==> config.mk <==
export PLATFORM = sky130hd
export DESIGN_NAME = emergency_light_mode_controller
export DESIGN_NICKNAME = d
export VERILOG_FILES = /design/src/rtl/core/elmc_pkg.sv /design/src/rtl/core/elmc_cfg_regs.sv /design/src/rtl/core/elmc_mode_core.sv /design/src/rtl/core/emergency_light_mode_controller.sv
export SDC_FILE = /design/constraint.sdc
export NUM_CORES = 1
export LEC_CHECK = 0
export CORE_AREA = 5 5 207 209
export DETAILED_ROUTE_END_ITERATION = 6
export DIE_AREA = 0 0 212 214
export DONT_BUFFER_PORTS = 1
export PLACE_DENSITY = 0.47
export SETUP_SLACK_MARGIN = 0.2
export SYNTH_ARGS = -nofsm -noshare
export SYNTH_HDL_FRONTEND = slang
export SYNTH_HIERARCHICAL = 1
export SYNTH_SLANG_ARGS = --single-unit
==> constraint.sdc <==
create_clock -name clk_i -period 5.25 [get_ports clk_i]
set_clock_uncertainty 0.1 [all_clocks]
set_input_delay 0.2625 -clock clk_i [delete_from_list [all_inputs] [get_ports clk_i]]
set_output_delay 0.2625 -clock clk_i [all_outputs]
set_load 0.005 [all_outputs]
==> src/rtl/core/elmc_pkg.sv <==
// ----------------------------------------------------------------------------
// elmc_pkg
// Types and constants of the emergency light mode controller.
// ----------------------------------------------------------------------------
`default_nettype none

package elmc_pkg;

  localparam int unsigned TICKS_PER_SECOND   = 1000;
  localparam int unsigned SECONDS_PER_MINUTE = 60;
  localparam int unsigned TICKS_PER_MINUTE   = TICKS_PER_SECOND * SECONDS_PER_MINUTE;
  localparam int unsigned SETTLE_TICKS       = TICKS_PER_SECOND / 8;

  localparam int unsigned COUNT_W  = 24;
  localparam int unsigned SETTLE_W = 10;
  localparam int unsigned BYTE_W   = 8;
  localparam int unsigned MODE_W   = 3;
  localparam int unsigned KIND_W   = 2;
  localparam int unsigned CFG_IDX_W = 2;

  localparam int unsigned IN_DATA_W  = 32;
  localparam int unsigned OUT_DATA_W = 8;

  // kind codes
  localparam logic [KIND_W-1:0] KIND_TICK   = 2'd0;
  localparam logic [KIND_W-1:0] KIND_ON     = 2'd1;
  localparam logic [KIND_W-1:0] KIND_OFF    = 2'd2;

  // register indexes
  localparam logic [CFG_IDX_W-1:0] REG_AUTO_MIN   = 2'd0;
  localparam logic [CFG_IDX_W-1:0] REG_MANUAL_MIN = 2'd1;
  localparam logic [CFG_IDX_W-1:0] REG_DARK       = 2'd2;
  localparam logic [CFG_IDX_W-1:0] REG_LOCKOUT    = 2'd3;

  // mode codes
  localparam logic [MODE_W-1:0] MODE_OFF           = 3'd0;
  localparam logic [MODE_W-1:0] MODE_WAIT_MAINS_OFF = 3'd1;
  localparam logic [MODE_W-1:0] MODE_MANUAL        = 3'd2;
  localparam logic [MODE_W-1:0] MODE_AUTO          = 3'd3;
  localparam logic [MODE_W-1:0] MODE_WAIT_ON       = 3'd4;
  localparam logic [MODE_W-1:0] MODE_WAIT_ON_UV    = 3'd5;

  // register reset values
  localparam logic [BYTE_W-1:0] RST_AUTO_MIN   = 8'd5;
  localparam logic [BYTE_W-1:0] RST_MANUAL_MIN = 8'd30;
  localparam logic [BYTE_W-1:0] RST_DARK       = 8'd40;
  localparam logic [BYTE_W-1:0] RST_LOCKOUT    = 8'd10;

  typedef struct packed {
    logic [COUNT_W-1:0] auto_ticks;
    logic [COUNT_W-1:0] manual_ticks;
    logic [COUNT_W-1:0] lockout_ticks;
    logic [BYTE_W-1:0]  dark_threshold;
  } cfg_t;

  typedef struct packed {
    logic [KIND_W-1:0] kind;
    logic              button_pressed;
    logic              mains_on;
    logic              primary_mode;
    logic              photo_valid;
    logic [BYTE_W-1:0] average_light;
    logic [BYTE_W-1:0] current_light;
    logic              motion;
    logic              switch_undervolt;
    logic [BYTE_W-1:0] off_lockout;
  } item_t;

  typedef struct packed {
    logic              lamp_on;
    logic [MODE_W-1:0] mode_code;
    logic              clear_stats;
  } res_t;

  function automatic logic [COUNT_W-1:0] minutes_to_ticks(input logic [BYTE_W-1:0] mins);
    logic [31:0] prod;
    prod = 32'(mins) * 32'(TICKS_PER_MINUTE);
    return prod[COUNT_W-1:0];
  endfunction

  function automatic logic [COUNT_W-1:0] seconds_to_ticks(input logic [BYTE_W-1:0] secs);
    logic [31:0] prod;
    prod = 32'(secs) * 32'(TICKS_PER_SECOND);
    return prod[COUNT_W-1:0];
  endfunction

endpackage

`default_nettype wire

==> src/rtl/core/elmc_cfg_regs.sv <==
// ----------------------------------------------------------------------------
// elmc_cfg_regs
// Configuration registers; periods are held pre-scaled to ticks.
// ----------------------------------------------------------------------------
`default_nettype none

module elmc_cfg_regs (
  input  wire logic                           clk_i,
  input  wire logic                           rst_ni,
  input  wire logic                           cfg_we_i,
  input  wire logic [elmc_pkg::CFG_IDX_W-1:0] cfg_idx_i,
  input  wire logic [elmc_pkg::BYTE_W-1:0]    cfg_wdata_i,
  output elmc_pkg::cfg_t                      cfg_o
);
  import elmc_pkg::*;

  cfg_t cfg_q, cfg_d;

  always_comb begin
    cfg_d = cfg_q;
    if (cfg_we_i) begin
      unique case (cfg_idx_i)
        REG_AUTO_MIN:   cfg_d.auto_ticks     = minutes_to_ticks(cfg_wdata_i);
        REG_MANUAL_MIN: cfg_d.manual_ticks   = minutes_to_ticks(cfg_wdata_i);
        REG_DARK:       cfg_d.dark_threshold = cfg_wdata_i;
        REG_LOCKOUT:    cfg_d.lockout_ticks  = seconds_to_ticks(cfg_wdata_i);
        default:        cfg_d = cfg_q;
      endcase
    end
  end

  always_ff @(posedge clk_i or negedge rst_ni) begin
    if (!rst_ni) begin
      cfg_q.auto_ticks     <= minutes_to_ticks(RST_AUTO_MIN);
      cfg_q.manual_ticks   <= minutes_to_ticks(RST_MANUAL_MIN);
      cfg_q.lockout_ticks  <= seconds_to_ticks(RST_LOCKOUT);
      cfg_q.dark_threshold <= RST_DARK;
    end else begin
      cfg_q <= cfg_d;
    end
  end

  assign cfg_o = cfg_q;

endmodule

`default_nettype wire

==> src/rtl/core/elmc_mode_core.sv <==
// ----------------------------------------------------------------------------
// elmc_mode_core
// Lamp mode state machine, edge detectors and timers; one item per enable.
// ----------------------------------------------------------------------------
`default_nettype none

module elmc_mode_core (
  input  wire logic            clk_i,
  input  wire logic            rst_ni,
  input  wire logic            en_i,
  input  wire elmc_pkg::item_t item_i,
  input  wire elmc_pkg::cfg_t  cfg_i,
  output elmc_pkg::res_t       res_o
);
  import elmc_pkg::*;

  logic [MODE_W-1:0]   mode_q, mode_d;
  logic                button_q, button_d;
  logic                mains_q, mains_d;
  logic                lamp_q, lamp_d;
  logic [COUNT_W-1:0]  onoff_q, onoff_d;
  logic [SETTLE_W-1:0] settle_q, settle_d;
  logic [BYTE_W-1:0]   saved_q, saved_d;

  logic                clear;
  logic                pressed, came_on, went_off, settled, dark_ok;
  logic [COUNT_W-1:0]  onoff_dec, off_lock_ticks;
  logic [SETTLE_W-1:0] settle_dec;
  logic [BYTE_W-1:0]   lower;
  logic [BYTE_W:0]     upper;

  assign pressed    = item_i.button_pressed & ~button_q;
  assign came_on    = item_i.mains_on & ~mains_q;
  assign went_off   = ~item_i.mains_on & mains_q;
  assign onoff_dec  = (onoff_q == '0) ? '0 : onoff_q - COUNT_W'(1);
  assign settle_dec = (settle_q == '0) ? '0 : settle_q - SETTLE_W'(1);
  assign settled    = (settle_dec == '0);
  assign lower      = saved_q - (saved_q >> 2);
  assign upper      = {1'b0, saved_q} + {3'b000, saved_q[BYTE_W-1:2]};
  assign off_lock_ticks = seconds_to_ticks(item_i.off_lockout);
  assign dark_ok    = (~item_i.mains_on | item_i.primary_mode) & item_i.photo_valid &
                      (item_i.average_light <= cfg_i.dark_threshold) & item_i.motion &
                      (onoff_dec == '0);

  always_comb begin
    mode_d   = mode_q;
    button_d = button_q;
    mains_d  = mains_q;
    lamp_d   = lamp_q;
    onoff_d  = onoff_q;
    settle_d = settle_q;
    saved_d  = saved_q;
    clear    = 1'b0;

    unique case (item_i.kind)
      KIND_ON: begin
        onoff_d = cfg_i.manual_ticks;
        lamp_d  = 1'b1;
        mode_d  = MODE_MANUAL;
      end
      KIND_OFF: begin
        onoff_d = off_lock_ticks;
        lamp_d  = 1'b0;
        mode_d  = MODE_OFF;
      end
      KIND_TICK: begin
        button_d = item_i.button_pressed;
        mains_d  = item_i.mains_on;
        onoff_d  = onoff_dec;
        settle_d = settle_dec;
        unique case (mode_q)
          MODE_WAIT_MAINS_OFF: begin
            if (settled) begin
              if (item_i.current_light < lower) begin
                onoff_d = cfg_i.auto_ticks;
                lamp_d  = 1'b1;
                mode_d  = MODE_AUTO;
              end else begin
                mode_d = MODE_OFF;
              end
            end
          end
          MODE_MANUAL: begin
            priority if (pressed) begin
              onoff_d = cfg_i.lockout_ticks;
              lamp_d  = 1'b0;
              mode_d  = MODE_OFF;
            end else if (onoff_dec == '0) begin
              lamp_d = 1'b0;
              mode_d = MODE_OFF;
            end
          end
          MODE_AUTO: begin
            priority if (pressed) begin
              onoff_d = cfg_i.lockout_ticks;
              lamp_d  = 1'b0;
              mode_d  = MODE_OFF;
            end else if (came_on) begin
              saved_d  = item_i.average_light;
              settle_d = SETTLE_W'(SETTLE_TICKS);
              clear    = 1'b1;
              lamp_d   = 1'b0;
              mode_d   = item_i.switch_undervolt ? MODE_WAIT_ON_UV : MODE_WAIT_ON;
            end else if (item_i.motion) begin
              onoff_d = cfg_i.auto_ticks;
            end else if (onoff_dec == '0) begin
              lamp_d = 1'b0;
              mode_d = MODE_OFF;
            end
          end
          MODE_WAIT_ON, MODE_WAIT_ON_UV: begin
            if (settled) begin
              if ((mode_q == MODE_WAIT_ON) ? (item_i.current_light < lower)
                                           : ({1'b0, item_i.current_light} <= upper)) begin
                onoff_d = cfg_i.auto_ticks;
                lamp_d  = 1'b1;
                mode_d  = MODE_AUTO;
              end else begin
                onoff_d = '0;
                lamp_d  = 1'b0;
                mode_d  = MODE_OFF;
              end
            end
          end
          default: begin
            priority if (pressed) begin
              onoff_d = cfg_i.manual_ticks;
              lamp_d  = 1'b1;
              mode_d  = MODE_MANUAL;
            end else if (went_off) begin
              saved_d  = item_i.average_light;
              settle_d = SETTLE_W'(SETTLE_TICKS);
              clear    = 1'b1;
              mode_d   = MODE_WAIT_MAINS_OFF;
            end else if (dark_ok) begin
              onoff_d = cfg_i.auto_ticks;
              lamp_d  = 1'b1;
              mode_d  = MODE_AUTO;
            end
          end
        endcase
      end
      default: ;
    endcase
  end

  always_ff @(posedge clk_i or negedge rst_ni) begin
    if (!rst_ni) begin
      mode_q   <= MODE_OFF;
      button_q <= 1'b0;
      mains_q  <= 1'b0;
      lamp_q   <= 1'b0;
      onoff_q  <= '0;
      settle_q <= '0;
      saved_q  <= '0;
    end else if (en_i) begin
      mode_q   <= mode_d;
      button_q <= button_d;
      mains_q  <= mains_d;
      lamp_q   <= lamp_d;
      onoff_q  <= onoff_d;
      settle_q <= settle_d;
      saved_q  <= saved_d;
    end
  end

  assign res_o.lamp_on     = lamp_d;
  assign res_o.mode_code   = mode_d;
  assign res_o.clear_stats = clear;

endmodule

`default_nettype wire

==> src/rtl/core/emergency_light_mode_controller.sv <==
// ----------------------------------------------------------------------------
// emergency_light_mode_controller
// Lamp mode controller for a lighting UPS: input register, mode logic,
// result register.
//
//   channel   dir  handshake          payload
//   s_axis    in   tvalid/tready      tuser: kind; tdata: tick fields
//   m_axis    out  tvalid/tready      tdata: lamp_on, mode_code, clear_stats
//   cfg       in   cfg_we_i           cfg_idx_i, cfg_wdata_i
//
// One item per cycle sustained unless the output stalls; each item passes once
// through elmc_mode_core between the input and result registers.
// Reset clears mode, edge history, timers and both valid flags.
// A stalled output holds its result; the input register keeps taking items
// while the output register can move on in the same cycle.
// ----------------------------------------------------------------------------
`default_nettype none

module emergency_light_mode_controller (
  input  wire logic                            clk_i,
  input  wire logic                            rst_ni,
  input  wire logic                            s_axis_tvalid,
  output      logic                            s_axis_tready,
  // button_pressed, mains_on, primary_mode, photo_valid, average_light[7:0],
  // current_light[7:0], motion, switch_undervolt, off_lockout[7:0], zero pad
  input  wire logic [elmc_pkg::IN_DATA_W-1:0]  s_axis_tdata,
  // kind[1:0]
  input  wire logic [elmc_pkg::KIND_W-1:0]     s_axis_tuser,
  output      logic                            m_axis_tvalid,
  input  wire logic                            m_axis_tready,
  // lamp_on, mode_code[2:0], clear_stats, zero pad
  output      logic [elmc_pkg::OUT_DATA_W-1:0] m_axis_tdata,
  input  wire logic                            cfg_we_i,
  input  wire logic [elmc_pkg::CFG_IDX_W-1:0]  cfg_idx_i,
  input  wire logic [elmc_pkg::BYTE_W-1:0]     cfg_wdata_i
);
  import elmc_pkg::*;

  cfg_t  cfg;
  item_t item_d, item_q;
  res_t  res, res_q;
  logic  in_valid_q, out_valid_q, advance;

  assign item_d.kind             = s_axis_tuser;
  assign item_d.button_pressed   = s_axis_tdata[0];
  assign item_d.mains_on         = s_axis_tdata[1];
  assign item_d.primary_mode     = s_axis_tdata[2];
  assign item_d.photo_valid      = s_axis_tdata[3];
  assign item_d.average_light    = s_axis_tdata[11:4];
  assign item_d.current_light    = s_axis_tdata[19:12];
  assign item_d.motion           = s_axis_tdata[20];
  assign item_d.switch_undervolt = s_axis_tdata[21];
  assign item_d.off_lockout      = s_axis_tdata[29:22];

  assign advance       = in_valid_q & (~out_valid_q | m_axis_tready);
  assign s_axis_tready = ~in_valid_q | advance;

  elmc_cfg_regs u_cfg (
    .clk_i       (clk_i),
    .rst_ni      (rst_ni),
    .cfg_we_i    (cfg_we_i),
    .cfg_idx_i   (cfg_idx_i),
    .cfg_wdata_i (cfg_wdata_i),
    .cfg_o       (cfg)
  );

  elmc_mode_core u_core (
    .clk_i  (clk_i),
    .rst_ni (rst_ni),
    .en_i   (advance),
    .item_i (item_q),
    .cfg_i  (cfg),
    .res_o  (res)
  );

  always_ff @(posedge clk_i or negedge rst_ni) begin
    if (!rst_ni) begin
      in_valid_q  <= 1'b0;
      out_valid_q <= 1'b0;
    end else begin
      if (s_axis_tready) begin
        in_valid_q <= s_axis_tvalid;
      end
      if (advance) begin
        out_valid_q <= 1'b1;
      end else if (m_axis_tready) begin
        out_valid_q <= 1'b0;
      end
    end
  end

  always_ff @(posedge clk_i) begin
    if (s_axis_tready && s_axis_tvalid) begin
      item_q <= item_d;
    end
    if (advance) begin
      res_q <= res;
    end
  end

  assign m_axis_tvalid = out_valid_q;
  assign m_axis_tdata  = {3'b000, res_q.clear_stats, res_q.mode_code, res_q.lamp_on};

endmodule

`default_nettype wire

# Word level (Yosys, flattened, before mapping)
# Index checks and enable logic that the tools add are counted.
[classes] n_lt_le_gt_ge=3 n_bitwise=18 add_sub_neg=4 mul=3 reduce_logical=19 muxes=62 eq_ne=11
[op_table] op="$mux W24" count=12
[op_table] op="$pmux W24 S4" count=1
[op_table] op="$pmux W24 S3" count=1
[op_table] op="$mux W10" count=5
[op_table] op="$logic_not A24 Y1" count=2
[op_table] op="$mux W8" count=4
[op_table] op="$mul A8 B7 Y15 const B" count=2
[op_table] op="$mux W3" count=10
[op_table] op="$sub A24 B1 Y24 const B" count=1
[op_table] op="$logic_not A10 Y1" count=2
[op_table] op="$mux W1" count=20
[op_table] op="$pmux W10 S2" count=1
[op_table] op="$mul A8 B11 Y19 const B" count=1
[op_table] op="$pmux W8 S2" count=1
[op_table] op="$pmux W3 S4" count=1
[op_table] op="$reduce_and A2 Y1" count=6
[op_table] op="$sub A10 B1 Y10 const B" count=1
[op_table] op="$add A8 B6 Y9" count=1
[op_table] op="$le A8 B9 Y1" count=1
[op_table] op="$pmux W3 S3" count=1
[op_table] op="$and A1 B1 Y1" count=8
[op_table] op="$le A8 B8 Y1" count=1
[op_table] op="$lt A8 B8 Y1" count=1
[op_table] op="$sub A8 B6 Y8" count=1
[op_table] op="19 further kinds" count=35
[totals] in_bits=49 regBits=148 output_inout_bits=10 elab_cells=146

# Logic depth before layout (Yosys ltp)
[logic_depth] word_depth=11 depth_mapped=24 mapped_depth_nobuf=22

# Hierarchy
# The synthesis kept the hierarchy.
[by_module_without_submodules] mod="elmc_mode_core" seq_area_each_um2=1201.2 area_per_inst_um2=7463.4 instances=1 cells_each=978
[by_module_without_submodules] mod="elmc_cfg_regs" seq_area_each_um2=1559.0 area_per_inst_um2=5307.6 instances=1 cells_each=527
[by_module_without_submodules] mod="emergency_light_mode_controller" seq_area_each_um2=1161.1 area_per_inst_um2=1241.2 instances=1 cells_each=49

# Least setup slack after synthesis
# No wires, ideal clock.
[synth_timing] path_type="register to register" start="reg item_q[2] (netlist bit)" end="reg u_core.onoff_q[14]" n_path_buf=0 path_slack_ns=0.771 setup_time_ns=0.137 t_arrival_ns=4.242 t_required_ns=5.013 path_stages_with_launch=19 synth_period_minus_slack_ns=4.479 cell_sequence="edfxtp_1 > fa_1 > inv_1 > fa_1 > inv_1 > fa_1 > inv_1 > fa_1 > inv_1 > ha_1 > inv_1 > o21bai_1 > a21o_1 > a21o_1 > a31oi_1 > xor2_1 > o21ai_0 > a222oi_1 > o31ai_1"
[synth_between] elab_chain_len=2
[synth_lines] item="start, declared" line_no="emergency_light_mode_controller.sv:40" source="item_t item_d, item_q;"
[synth_lines] item="start signal, assigned" line_no="emergency_light_mode_controller.sv:94" source="item_q <= item_d;"
[synth_lines] item="$mul A8 B7 Y15" line_no="elmc_pkg.sv:83" source="prod = 32'(secs) * 32'(TICKS_PER_SECOND);"
[synth_lines] item="$pmux W24 S3" line_no="elmc_mode_core.sv:55" source="unique case (item_i.kind)"
[synth_lines] item="end signal, assigned" line_no="elmc_mode_core.sv:161" source="onoff_q <= onoff_d;"
[synth_lines] item="end, declared" line_no="elmc_mode_core.sv:21" source="logic [COUNT_W-1:0] onoff_q, onoff_d;"
# Every way passes these cells.
# A chain may end at the register's enable or synchronous reset.

# Final worst setup path
[layout_timing] start="reg item_q[0] (netlist bit)" end="reg u_core.onoff_q[14]"
# The elaborated chain is that of the path after synthesis.

==> metrics.txt <==
largest net degree at the start of global routing=~110; CTS sink cnt=148; nets=roughly 1,800; worst slew pin tran=roughly 1200 ps; die width=212 um; Placed Instances=approximately 2,000; worst hold slack=approximately 30 ps; fraction of layout cells with a size suffix above 1=under 10%; Slew Viols, Final=0; Pre-antenna DRT Iters=5; antenna violations before repair=0; vias in the first global route=roughly 11,000; final core utilization=between 30% and 40%; Reg-to-Reg Start=item_q[0]$_DFFE_PP_; r2r endpoint=u_core/onoff_q[14]$_DFFE_PN0P_; routed wire length=roughly 42,000 um; Setup TNS=0 ps; CTS tree=yes; gate count of the mapped netlist=about 1,600; Worst EP arrival=around 5000 ps; total global routing overflow=0; RD Place Congestion=0.868; Tmin final=~4700 ps; hold depth=2; number of vias in the routed layout=between 10,000 and 15,000; Wirelength per Cell=around 20 um; Detail Placement HPWL=32,500 um; Hold/Removal Path Class=input pin to flip-flop; Fin. Hold Viols=0; CTS Buf Count=17; Synth Register Bits=about 150; Required @ worst endpoint=5470 ps; endpoints failing setup=0; Initial Utilization=34.5%; Hold Path Origin=cfg_wdata_i[5]; synthesized cell area=14,000 um^2; Starting DRT DRC Count=about 800; Die ar.=~45,000 um^2; Async SR Flop Fraction=roughly three quarters; post-route insts no fill=2,110; Leakage=6.75 nW; YS warnings=6; Hold Path Sink=u_cfg/cfg_o[5]$_DFFE_PN1P_; area leader, netlist=dfrtp_1; # IOs=just under 60; Slew HR=a little under a fifth; Cell Rows=74; first-pass GRT wire length=roughly 67,000 um; R2R setup slack=about 530 ps; outcome=finished, final reports clean; RSZ-0062 raised after global routing=no; Critical Path Fanout Max=3; Clock Path Buffers=2; Pwr Density=around 470 nW/um^2; port bufs=0; Peak Freq=212 MHz; Mapped Avg Cell Area=around 9.0 um^2; crit end category=flip-flop; Clock Tree Root=clkbuf_16; detailed-route DRC error count=0; Clk pin slew, worst setup/hold paths=approximately 70 ps; count of different cell masters after synthesis=99; Max VDD drop=between 0.2 and 0.3 mV; Top FF cell, synth=dfrtp_1; Max-Cap Viols=0; Post-DRT Antenna Nets=0; Worst Path Class, Setup=flip-flop to flip-flop; commonest cells in the netlist=158 x nand2_1, 152 x ha_1, 144 x o21ai_0; diodes inserted=0; crit share post-route=about nine tenths; # H-tree levels=4; global-route usage over all layers=approximately a fifth; share of the synthesized area in the top cell type=between 15 and 20%; Design Power=~7.3 mW; P&R area growth vs syn=10.1%; Via density=~5.4; Skew-Pair Late Insertion Delay=~450 ps; EDFF count, synth=37; Critical Path Start Type=flip-flop; dominant cells by area after synthesis=dfrtp_1 15%, ha_1 14%, fa_1 9.0%; die height=214 um; Core Area=slightly above 40,000 um^2; depth of the worst register-to-register path=18; sequential share of the synthesized area=roughly 28%; count leader, synth=nand2_1
[worst max-delay path, cell delays in order (launching register included)]
cell      delay, ps
edfxtp_1        450
fa_1            590
inv_1            60
fa_1            500
inv_1            60
fa_1            500
inv_1            50
fa_1            500
inv_1            50
ha_1            280
inv_1           100
o21bai_1        120
a21o_1          190
a21o_1          190
a31oi_1         240
xor2_1          180
o21ai_0         100
a222oi_1        210
o31ai_1         120
[placed cells by master, fill, tap and decap left out, types with 8 or more instances in the layout]
master / instances
a21o_1: 9
a221oi_1: 13
xnor2_1: 44
o21ai_0: 143
mux2_2: 18
and3_1: 10
dfrtp_1: 85
nand2b_1: 14
o31ai_1: 18
nor4_1: 9
nor2_1: 88
nand2_1: 158
and2_1: 10
o211ai_1: 9
clkbuf_16: 18
ha_1: 152
nor3_1: 29
a31oi_1: 11
edfxtp_1: 37
o221ai_1: 12
fa_1: 63
nand3_1: 31
nand4_1: 10
a211oi_1: 19
nor2b_1: 9
dfstp_2: 26
dlygate4sd3_1: 40
inv_1: 136
conb_1: 22
o21bai_1: 11
xor2_1: 20
a21oi_1: 110
o21a_1: 8
buf_4: 26
or2_2: 8
[power breakdown]
| group | internal, mW | switching (mW) |
|---|---|---|
| sequential | 1.58 | 0.521 |
| combinational | 1.64 | 2.27 |
| clock | 0.751 | 0.538 |
[registers in the layout, indices dropped and copies added, names as in the netlist]
signal           flops
in_valid_q           1
u_core/mains_q       1
u_core/onoff_q      24
item_q              32
u_core/mode_q        3
m_axis_tvalid        1
u_core/button_q      1
u_core/saved_q       8
u_core/lamp_q        1
m_axis_tdata         5
u_cfg/cfg_o         61
u_core/settle_q     10
[metal layers]
metal	part of all wire (%)	GRT usage (%)
met4	1.7	4.62
met5	0	0
met2	45	28.8
met1	48	26.9
met3	5.5	3.72
[timing repair]
item	CTS	global route
resized for setup	0	1
endpoints found under the setup margin	0	3
buffers inserted	0	4
hold endpoints to repair	150	0
hold buffers	41	0
[cell families (layout without fill, tap and decap cells)]
| family | count (synthesis) | count (layout) | synth area share [%] |
|---|---|---|---|
| other | 2 | 22 | 0.0536 |
| AO/OA/AOI/OAI | 447 | 447 | 20.6 |
| XOR/XNOR | 64 | 64 | 4.00 |
| buffers and inverters | 231 | 235 | 7.74 |
| AND/OR/NAND/NOR | 422 | 422 | 15.0 |
| multiplexers | 25 | 25 | 2.04 |
| adder cells (fa/ha/maj) | 215 | 215 | 22.6 |
| flip-flops | 148 | 148 | 28.0 |
[through the flow]
step | cell area, um^2 | worst slack, ps
final | 15400 | 530
after global routing | 15400 | 197
after CTS | 15400 | 413
after detailed placement | 14400 | 399
after global placement | 14400 | 497
after floorplan | 14100 | 771
[worst max path at each step]
stage / end / from
final: u_core/onoff_q[14]$_DFFE_PN0P_ / item_q[0]$_DFFE_PP_
after CTS: u_core/onoff_q[15]$_DFFE_PN0P_ / item_q[2]$_DFFE_PP_
after global routing: u_core/onoff_q[15]$_DFFE_PN0P_ / item_q[0]$_DFFE_PP_
after global placement: u_core/onoff_q[14]$_DFFE_PN0P_ / item_q[2]$_DFFE_PP_
after detailed placement: u_core/onoff_q[15]$_DFFE_PN0P_ / item_q[2]$_DFFE_PP_
after floorplan: u_core/onoff_q[14]$_DFFE_PN0P_ / item_q[2]$_DFFE_PP_
[area by class of cell]
type	instances	area [um^2]
Sequential cell	148	3920
Inverter	136	510
Multi-Input combinational cell	1195	9090
Tap cell	532	666
Clock inverter	12	141
Fill cell	4118	25200
Timing Repair Buffer	67	623
Clock buffer	20	469
Note: power is estimated with default switching activity, not from simulation.
